===== src/rtl/sws_pkg.sv =====
// Shared types and constants of the shell word splitter.
`timescale 1ns / 1ps
`default_nettype none
package sws_pkg;

	// result kinds
	typedef enum logic [1:0] {
		KIND_CHAR = 2'd0,
		KIND_WEND = 2'd1,
		KIND_OK   = 2'd2,
		KIND_ERR  = 2'd3
	} kind_t;

	// characters the scanner reacts to
	localparam logic [7:0] CH_BSLASH = 8'h5C;
	localparam logic [7:0] CH_DQUOTE = 8'h22;
	localparam logic [7:0] CH_SQUOTE = 8'h27;
	localparam logic [7:0] CH_SPACE  = 8'h20;
	localparam logic [7:0] CH_TAB    = 8'h09;
	localparam logic [7:0] CH_NL     = 8'h0A;

	// default depth of the queue between front and back
	localparam int QUEUE_DEPTH = 4;

	// one result
	typedef struct packed {
		kind_t      kind;
		logic [7:0] data;
	} res_t;

	// queue entry: the one or two results of one input item
	typedef struct packed {
		logic two;
		res_t r0;
		res_t r1;
	} entry_t;

endpackage
`default_nettype wire


===== src/rtl/sws_front.sv =====
// Front end: scan mode machine that classifies each byte into its results.
`timescale 1ns / 1ps
`default_nettype none
module sws_front (
	input  wire logic           clk,
	input  wire logic           arst_n,
	input  wire logic           fire,
	input  wire logic [7:0]     in_byte,
	input  wire logic           end_of_input,
	output logic                q_push,
	output sws_pkg::entry_t     q_entry
);

	typedef enum logic [2:0] {
		MODE_PLAIN  = 3'd0,
		MODE_ESC    = 3'd1,
		MODE_SQ     = 3'd2,
		MODE_DQ     = 3'd3,
		MODE_DQ_ESC = 3'd4
	} mode_t;

	mode_t mode_q, mode_d;
	logic  word_open_q, word_open_d;
	logic [1:0] nres;
	sws_pkg::res_t r0, r1;

	// next mode and the results of this byte
	always_comb begin
		mode_d      = mode_q;
		word_open_d = word_open_q;
		nres        = 2'd0;
		r0          = '{kind: sws_pkg::KIND_CHAR, data: 8'h00};
		r1          = '{kind: sws_pkg::KIND_CHAR, data: 8'h00};
		if (end_of_input) begin
			if (mode_q == MODE_PLAIN) begin
				if (word_open_q) begin
					r0.kind = sws_pkg::KIND_WEND;
					r1.kind = sws_pkg::KIND_OK;
					nres    = 2'd2;
				end else begin
					r0.kind = sws_pkg::KIND_OK;
					nres    = 2'd1;
				end
			end else if (mode_q == MODE_ESC || mode_q == MODE_SQ ||
				mode_q == MODE_DQ || mode_q == MODE_DQ_ESC) begin
				r0.kind = sws_pkg::KIND_ERR;
				nres    = 2'd1;
			end else begin
				// unused codes act as plain
				if (word_open_q) begin
					r0.kind = sws_pkg::KIND_WEND;
					r1.kind = sws_pkg::KIND_OK;
					nres    = 2'd2;
				end else begin
					r0.kind = sws_pkg::KIND_OK;
					nres    = 2'd1;
				end
			end
			mode_d      = MODE_PLAIN;
			word_open_d = 1'b0;
		end else begin
			case (mode_q)
				MODE_ESC: begin
					mode_d = MODE_PLAIN;
					if (in_byte != sws_pkg::CH_NL) begin
						r0.data     = in_byte;
						nres        = 2'd1;
						word_open_d = 1'b1;
					end
				end
				MODE_SQ: begin
					if (in_byte == sws_pkg::CH_SQUOTE) begin
						mode_d = MODE_PLAIN;
						if (!word_open_q) begin
							r0.kind = sws_pkg::KIND_WEND;
							nres    = 2'd1;
						end
					end else begin
						r0.data     = in_byte;
						nres        = 2'd1;
						word_open_d = 1'b1;
					end
				end
				MODE_DQ: begin
					if (in_byte == sws_pkg::CH_DQUOTE) begin
						mode_d = MODE_PLAIN;
						if (!word_open_q) begin
							r0.kind = sws_pkg::KIND_WEND;
							nres    = 2'd1;
						end
					end else if (in_byte == sws_pkg::CH_BSLASH) begin
						mode_d = MODE_DQ_ESC;
					end else begin
						r0.data     = in_byte;
						nres        = 2'd1;
						word_open_d = 1'b1;
					end
				end
				MODE_DQ_ESC: begin
					mode_d = MODE_DQ;
					if (in_byte == sws_pkg::CH_NL) begin
						// line continuation
					end else if (in_byte == sws_pkg::CH_DQUOTE ||
						in_byte == sws_pkg::CH_BSLASH) begin
						r0.data     = in_byte;
						nres        = 2'd1;
						word_open_d = 1'b1;
					end else begin
						// keep the backslash and the byte
						r0.data     = sws_pkg::CH_BSLASH;
						r1.data     = in_byte;
						nres        = 2'd2;
						word_open_d = 1'b1;
					end
				end
				default: begin
					mode_d = MODE_PLAIN;
					if (in_byte == sws_pkg::CH_BSLASH) begin
						mode_d = MODE_ESC;
					end else if (in_byte == sws_pkg::CH_DQUOTE) begin
						mode_d = MODE_DQ;
					end else if (in_byte == sws_pkg::CH_SQUOTE) begin
						mode_d = MODE_SQ;
					end else if (in_byte == sws_pkg::CH_SPACE ||
						in_byte == sws_pkg::CH_TAB) begin
						if (word_open_q) begin
							r0.kind     = sws_pkg::KIND_WEND;
							nres        = 2'd1;
							word_open_d = 1'b0;
						end
					end else begin
						r0.data     = in_byte;
						nres        = 2'd1;
						word_open_d = 1'b1;
					end
				end
			endcase
		end
	end

	assign q_push        = fire && (nres != 2'd0);
	assign q_entry.two   = (nres == 2'd2);
	assign q_entry.r0    = r0;
	assign q_entry.r1    = r1;

	// mode and word state
	always_ff @(posedge clk or negedge arst_n) begin
		if (!arst_n) begin
			mode_q      <= MODE_PLAIN;
			word_open_q <= 1'b0;
		end else if (fire) begin
			mode_q      <= mode_d;
			word_open_q <= word_open_d;
		end
	end

	// end of input leaves a clean scanner
	a_eoi_clears: assert property (@(posedge clk) disable iff (!arst_n)
		fire && end_of_input |=> mode_q == MODE_PLAIN && !word_open_q)
		else $error("scanner not cleared after end of input");

	// every byte and terminator of a string yields at most one status, as its final result
	a_status_last: assert property (@(posedge clk) disable iff (!arst_n)
		q_push && q_entry.two |-> q_entry.r0.kind == sws_pkg::KIND_CHAR ||
			q_entry.r0.kind == sws_pkg::KIND_WEND)
		else $error("status result placed before another result");

endmodule
`default_nettype wire


===== src/rtl/sws_queue.sv =====
// Short queue of result entries between the front and back ends.
`timescale 1ns / 1ps
`default_nettype none
module sws_queue #(
	parameter int DEPTH = sws_pkg::QUEUE_DEPTH
) (
	input  wire logic            clk,
	input  wire logic            arst_n,
	input  wire logic            wr_en,
	input  wire sws_pkg::entry_t wr_data,
	input  wire logic            rd_en,
	output sws_pkg::entry_t      rd_data,
	output logic                 q_full,
	output logic                 q_empty
);

	localparam int PW = (DEPTH > 1) ? $clog2(DEPTH) : 1;
	localparam int CW = $clog2(DEPTH + 1);
	localparam logic [PW-1:0] LAST_PTR = PW'(DEPTH - 1);
	localparam logic [CW-1:0] FULL_CNT = CW'(DEPTH);

	sws_pkg::entry_t mem_q [DEPTH];
	logic [PW-1:0] wr_ptr_q, rd_ptr_q;
	logic [CW-1:0] count_q;

	assign q_full  = (count_q == FULL_CNT);
	assign q_empty = (count_q == '0);
	assign rd_data = mem_q[rd_ptr_q];

	// entry storage
	always_ff @(posedge clk) begin
		if (wr_en) begin
			mem_q[wr_ptr_q] <= wr_data;
		end
	end

	// pointers and fill count
	always_ff @(posedge clk or negedge arst_n) begin
		if (!arst_n) begin
			wr_ptr_q <= '0;
			rd_ptr_q <= '0;
			count_q  <= '0;
		end else begin
			if (wr_en) begin
				wr_ptr_q <= (wr_ptr_q == LAST_PTR) ? '0 : wr_ptr_q + 1'b1;
			end
			if (rd_en) begin
				rd_ptr_q <= (rd_ptr_q == LAST_PTR) ? '0 : rd_ptr_q + 1'b1;
			end
			if (wr_en && !rd_en) begin
				count_q <= count_q + 1'b1;
			end else if (rd_en && !wr_en) begin
				count_q <= count_q - 1'b1;
			end
		end
	end

	a_no_overflow: assert property (@(posedge clk) disable iff (!arst_n)
		count_q <= FULL_CNT)
		else $error("queue fill count beyond depth");

	a_no_underflow: assert property (@(posedge clk) disable iff (!arst_n)
		rd_en |-> !q_empty)
		else $error("queue read while empty");

endmodule
`default_nettype wire


===== src/rtl/sws_back.sv =====
// Back end: expands queued entries into single results in an output register.
`timescale 1ns / 1ps
`default_nettype none
module sws_back (
	input  wire logic            clk,
	input  wire logic            arst_n,
	input  wire logic            q_valid,
	input  wire sws_pkg::entry_t q_data,
	output logic                 q_pop,
	input  wire logic            pop,
	output logic                 empty,
	output logic [1:0]           kind,
	output logic [7:0]           out_byte,
	output logic                 last
);

	logic          out_v_q;
	logic          sel_q;
	logic          load;
	sws_pkg::res_t out_q;
	logic          last_q;
	logic          first_of_two;

	assign load         = q_valid && (!out_v_q || pop);
	assign first_of_two = q_data.two && !sel_q;
	assign q_pop        = load && !first_of_two;

	// output register and position within the entry
	always_ff @(posedge clk or negedge arst_n) begin
		if (!arst_n) begin
			out_v_q <= 1'b0;
			sel_q   <= 1'b0;
		end else begin
			if (load) begin
				out_v_q <= 1'b1;
				sel_q   <= first_of_two;
			end else if (pop) begin
				out_v_q <= 1'b0;
			end
		end
	end

	always_ff @(posedge clk) begin
		if (load) begin
			out_q  <= sel_q ? q_data.r1 : q_data.r0;
			last_q <= !first_of_two;
		end
	end

	assign empty    = !out_v_q;
	assign kind     = out_q.kind;
	assign out_byte = out_q.data;
	assign last     = last_q;

	// a status always closes its item
	a_status_is_last: assert property (@(posedge clk) disable iff (!arst_n)
		!empty && (kind == sws_pkg::KIND_OK || kind == sws_pkg::KIND_ERR) |-> last)
		else $error("status result not marked last");

	// second half of an entry is pending only while the entry is still queued
	a_sel_pending: assert property (@(posedge clk) disable iff (!arst_n)
		sel_q |-> q_valid && q_data.two)
		else $error("second result pending without its entry");

endmodule
`default_nettype wire


===== src/rtl/shell_word_splitter_unit.sv =====
// Shell word splitter: top level joining scanner, queue and result stage.
// Order: with queue and output stage empty, an accepted item goes into the queue, then into the
// output register; the second result of an item follows in the cycle after the first is taken.
// Throughput: one item per cycle while not full; the result stage gives one result per cycle
// while popped, so a two-result item holds it longer and the queue absorbs the difference.
// Reset (arst_n low, asynchronous): plain mode, no word open, queue and output empty.
`timescale 1ns / 1ps
`default_nettype none
module shell_word_splitter_unit #(
	parameter int QDEPTH = sws_pkg::QUEUE_DEPTH
) (
	input  wire logic       clk,
	input  wire logic       arst_n,
	input  wire logic       push,
	output logic            full,
	input  wire logic [7:0] in_byte,
	input  wire logic       end_of_input,
	output logic            empty,
	input  wire logic       pop,
	output logic [1:0]      kind,
	output logic [7:0]      out_byte,
	output logic            last
);

	logic            fire;
	logic            q_push;
	logic            q_pop;
	logic            q_empty;
	sws_pkg::entry_t wr_entry;
	sws_pkg::entry_t rd_entry;

	assign fire = push && !full;

	sws_front u_front (
		.clk          (clk),
		.arst_n       (arst_n),
		.fire         (fire),
		.in_byte      (in_byte),
		.end_of_input (end_of_input),
		.q_push       (q_push),
		.q_entry      (wr_entry)
	);

	sws_queue #(
		.DEPTH (QDEPTH)
	) u_queue (
		.clk     (clk),
		.arst_n  (arst_n),
		.wr_en   (q_push),
		.wr_data (wr_entry),
		.rd_en   (q_pop),
		.rd_data (rd_entry),
		.q_full  (full),
		.q_empty (q_empty)
	);

	sws_back u_back (
		.clk      (clk),
		.arst_n   (arst_n),
		.q_valid  (!q_empty),
		.q_data   (rd_entry),
		.q_pop    (q_pop),
		.pop      (pop),
		.empty    (empty),
		.kind     (kind),
		.out_byte (out_byte),
		.last     (last)
	);

endmodule
`default_nettype wire


===== config.mk =====
export PLATFORM = sky130hd
export DESIGN_NAME = shell_word_splitter_unit
export DESIGN_NICKNAME = d
export VERILOG_FILES = /design/src/rtl/sws_pkg.sv /design/src/rtl/sws_front.sv /design/src/rtl/sws_queue.sv /design/src/rtl/sws_back.sv /design/src/rtl/shell_word_splitter_unit.sv
export SDC_FILE = /design/constraint.sdc
export NUM_CORES = 1
export LEC_CHECK = 0
export ABC_AREA = 1
export BUFFER_PORTS_ARGS = -buffer_cell sky130_fd_sc_hd__buf_2
export CORE_MARGIN = 10
export CORE_UTILIZATION = 45
export CTS_CLUSTER_SIZE = 24
export DETAILED_ROUTE_END_ITERATION = 8
export SETUP_SLACK_MARGIN = 0.05
export SLEW_MARGIN = 20
export SYNTH_ARGS = -nofsm -noshare
export SYNTH_HDL_FRONTEND = slang
export SYNTH_SLANG_ARGS = --single-unit

===== constraint.sdc =====
create_clock -name clk -period 3.8 [get_ports clk]
set_input_delay 0.76 -clock clk [delete_from_list [all_inputs] [get_ports clk]]
set_output_delay 0.76 -clock clk [all_outputs]
set_load 0.01 [all_outputs]

==> impl_metrics.env <==
export IMPL_synth_cell_types=38
export IMPL_rsz0062_at_grt="false"
export IMPL_crit_arrival_ps=3160
export IMPL_vdd_drop_max_mv=0.291
export IMPL_swShare_pct=38.6
export IMPL_yosysTopAreaCell="edfxtp_1"
export IMPL_yosysSeqAreaShare_pct=63.6
export IMPL_dieWidth_um=123
export IMPL_skew_ps=15.8
export IMPL_port_buffers=25
export IMPL_synth_top_area_share_pct=56.8
export IMPL_hp_class="in -> async"
export IMPL_die_h_um=123
export IMPL_grt_ovfl_total=0
export IMPL_place_congestion=0.899
export IMPL_register_area_sq_mm=0.00306
export IMPL_worstSkewPairLatency_ps=360
export IMPL_fin_ws_ps=894
export IMPL_ys_warn_count=0
export IMPL_synth_ff_type="edfxtp_1"
export IMPL_finalCritPeriodShare_pct=76.5
export IMPL_pre_cts_ws_ps=543
export IMPL_powerDensity_mw_per_mm2=714
export IMPL_syn_inst=454
export IMPL_critical_path_peak_fanout=12
export IMPL_final_util_pct=51.2
export IMPL_critPathRequiredTime_ps=4050
export IMPL_ant_nets=0
export IMPL_start_util_pct=46.4
export IMPL_maxSlewViolCount=0
export IMPL_power_switching_w=0.00146
export IMPL_clockPowerShare_pct=17.5
export IMPL_multi_input_area_sq_mm=0.00153
export IMPL_cts_root_buffer="clkbuf_8"
export IMPL_synth_async_reset_ratio_pct=12.5
export IMPL_post_cts_buffers=0
export IMPL_worst_hold_slack_ps=265
export IMPL_max_freq_mhz=344
export IMPL_cts_sinks=104
export IMPL_max_slew_margin_pct=45.9
export IMPL_seqPwrFrac_pct=45.3
export IMPL_fp_coreArea_sq_mm=0.0104
export IMPL_synth_cell_area_sq_mm=0.00481
export IMPL_clkSlewWorstSetupHoldPaths_ps=100
export IMPL_clock_path_buffers=2
export IMPL_synth_avg_cell_area_sq_um=10.6
export IMPL_finalSetupViolCount=0
export IMPL_drive_gt1_share_pct=19.2
export IMPL_drt_iter0_markers=297
export IMPL_pin_count=26
export IMPL_rows=37
export IMPL_final_nets=504
export IMPL_dieArea_sq_mm=0.0152
export IMPL_period_minus_slack_ps=2910
export IMPL_final_setup_tns_ps=0
export IMPL_synthTopCellsByArea="edfxtp_1, nor2_1, dfrtp_1"
export IMPL_diodes=0
export IMPL_p_comb_share_pct=37.2
export IMPL_routed_via_count=3349
export IMPL_grt_pass1_wl_mm=16.1
export IMPL_total_leakage_power_nw=2.02
export IMPL_tightest_slew_ps=804
export IMPL_cts_inserted_buffers=9
export IMPL_grt_pass1_vias=3018
export IMPL_firstDrtPassIters=4
export IMPL_totalWireLength_mm=10.5
export IMPL_synth_commonest_cells="nor2_1, edfxtp_1, o21ai_0"
export IMPL_synth_edff_count=91
export IMPL_antenna_found_initial=0
export IMPL_cp_start_kind="flip-flop"
export IMPL_fillers=947
export IMPL_final_cells=625
export IMPL_hpwl_mm=7.04
export IMPL_crit_type="reg -> reg"
export IMPL_hold_violations=0
export IMPL_drc=0
export IMPL_area_growth_pct=10.4
export IMPL_grt_max_degree=40
export IMPL_cts_hold_buf=0
export IMPL_outcome="complete, no violations"
export IMPL_yosysMostFrequentCell="nor2_1"
export IMPL_ys_ff_latch=104
export IMPL_wl_per_cell_um=16.7
export IMPL_power_internal_w=0.00233
export IMPL_dp_cells=609
export IMPL_maxCapViolCount=0
export IMPL_synth_nets=474
export IMPL_endpoint_kind="flip-flop"
export IMPL_cts_resized=0
export IMPL_cts_max_level=3
export IMPL_cts_tree="yes"
export IMPL_vias_per_cell=5.36
export IMPL_grtUsageTotal_pct=13.9
[per-layer routing]
layer	part of all wire [%]	track usage (%)	wire [um]
met4	1.5	5.53	161
met2	49	22.1	5090
met1	44	18.5	4650
met5	0	0	0
met3	5.4	2.23	563
[cell usage in the layout, fill, tap and decap left out, types with 2 or more instances in the layout]
| master | instances |
|---|---|
| nand2_4 | 2 |
| nor3_2 | 2 |
| nand2_1 | 35 |
| o21ai_0 | 51 |
| nor2_2 | 11 |
| clkinv_4 | 3 |
| o211ai_1 | 4 |
| dfrtp_1 | 13 |
| ha_1 | 6 |
| nor3_1 | 6 |
| nand4_1 | 3 |
| edfxtp_1 | 91 |
| o22ai_1 | 11 |
| a21oi_1 | 10 |
| nand2_2 | 8 |
| o21ai_1 | 3 |
| inv_2 | 12 |
| clkbuf_8 | 10 |
| nor3_4 | 2 |
| nor2_1 | 99 |
| buf_4 | 10 |
| buf_2 | 25 |
| o31ai_1 | 2 |
| a31oi_1 | 9 |
| nand3_1 | 14 |
| o221ai_1 | 3 |
| inv_1 | 30 |
[power groups by stage]
stage / clock, W / sequential [W] / combinational, W
after floorplan: 0 / 0.00175 / 0.000969
after global placement: 0 / 0.00174 / 0.00141
after detailed placement: 0 / 0.00174 / 0.00143
after CTS: 0.000681 / 0.00172 / 0.00143
after global routing: 0.000724 / 0.00175 / 0.00159
final: 0.000665 / 0.00172 / 0.00141
[cell families (layout without fill, tap and decap cells)]
logic type               count (synthesis)  in the layout  synth area share [%]
AND/OR/NAND/NOR                        187            187                  18.0
buffers and inverters                   58             93                  4.73
XOR/XNOR                                 2              2                 0.364
AO/OA/AOI/OAI                           95             95                  11.1
multiplexers                             1              1                 0.234
flip-flops                             104            104                  63.6
adder cells (fa/ha/maj)                  7              7                  1.98
[worst max-delay path, cell delays in order (launching register included)]
cell and delay (ps):
dfrtp_1 480, nor2_1 160, nor2_2 60, nor2_2 420, a21oi_1 130, nand4_1 140
nand3_2 100, nand3_4 90, nand2_4 90, inv_1 70, ha_1 130, inv_1 70
fa_1 430, a21oi_1 160, o21ai_0 110, xor2_1 150
[sequential cells by signal, indices dropped and copies added, names as in the netlist, 2 cells and up]
register,count
u_back.kind,2
u_back.out_byte,8
u_front.mode_q,3
u_queue.count_q,3
u_queue.mem_q,80
u_queue.rd_ptr_q,2
u_queue.wr_ptr_q,2
[area by class of cell]
class,count,area share [%]
multi-input combinational,292,28.7
inverter,42,2.97
sequential,104,57.6
clock inverter,6,1.18
tap,136,3.20
timing repair buffer,35,3.77
clock buffer,10,2.59
[metrics by stage]
step	cell area (sq um)	power (W)
3_5_place_dp	5110	0.00317
3_3_place_gp	5110	0.00315
4_1_cts	5310	0.00383
5_1_grt	5310	0.00406
6_report	5310	0.00379
2_1_floorplan	4810	0.00272
[final timing paths]
check / from / end / slack [ps] / cells after the start
max: u_front.mode_q[0] / u_queue.count_q[2] / 890 / 15
min: arst_n / u_back.out_v_q / 270 / 1
max reg2reg: u_front.mode_q[0] / u_queue.count_q[2] / 890 / 15
min reg2reg: u_queue.count_q[0] / u_queue.count_q[0] / 540 / 1
max in group asynchronous: arst_n / u_front.mode_q[2] / 3300 / 1
min in group clk: u_queue.count_q[0] / u_queue.count_q[0] / 540 / 1
No activity file was read; power rests on OpenSTA's default activity.
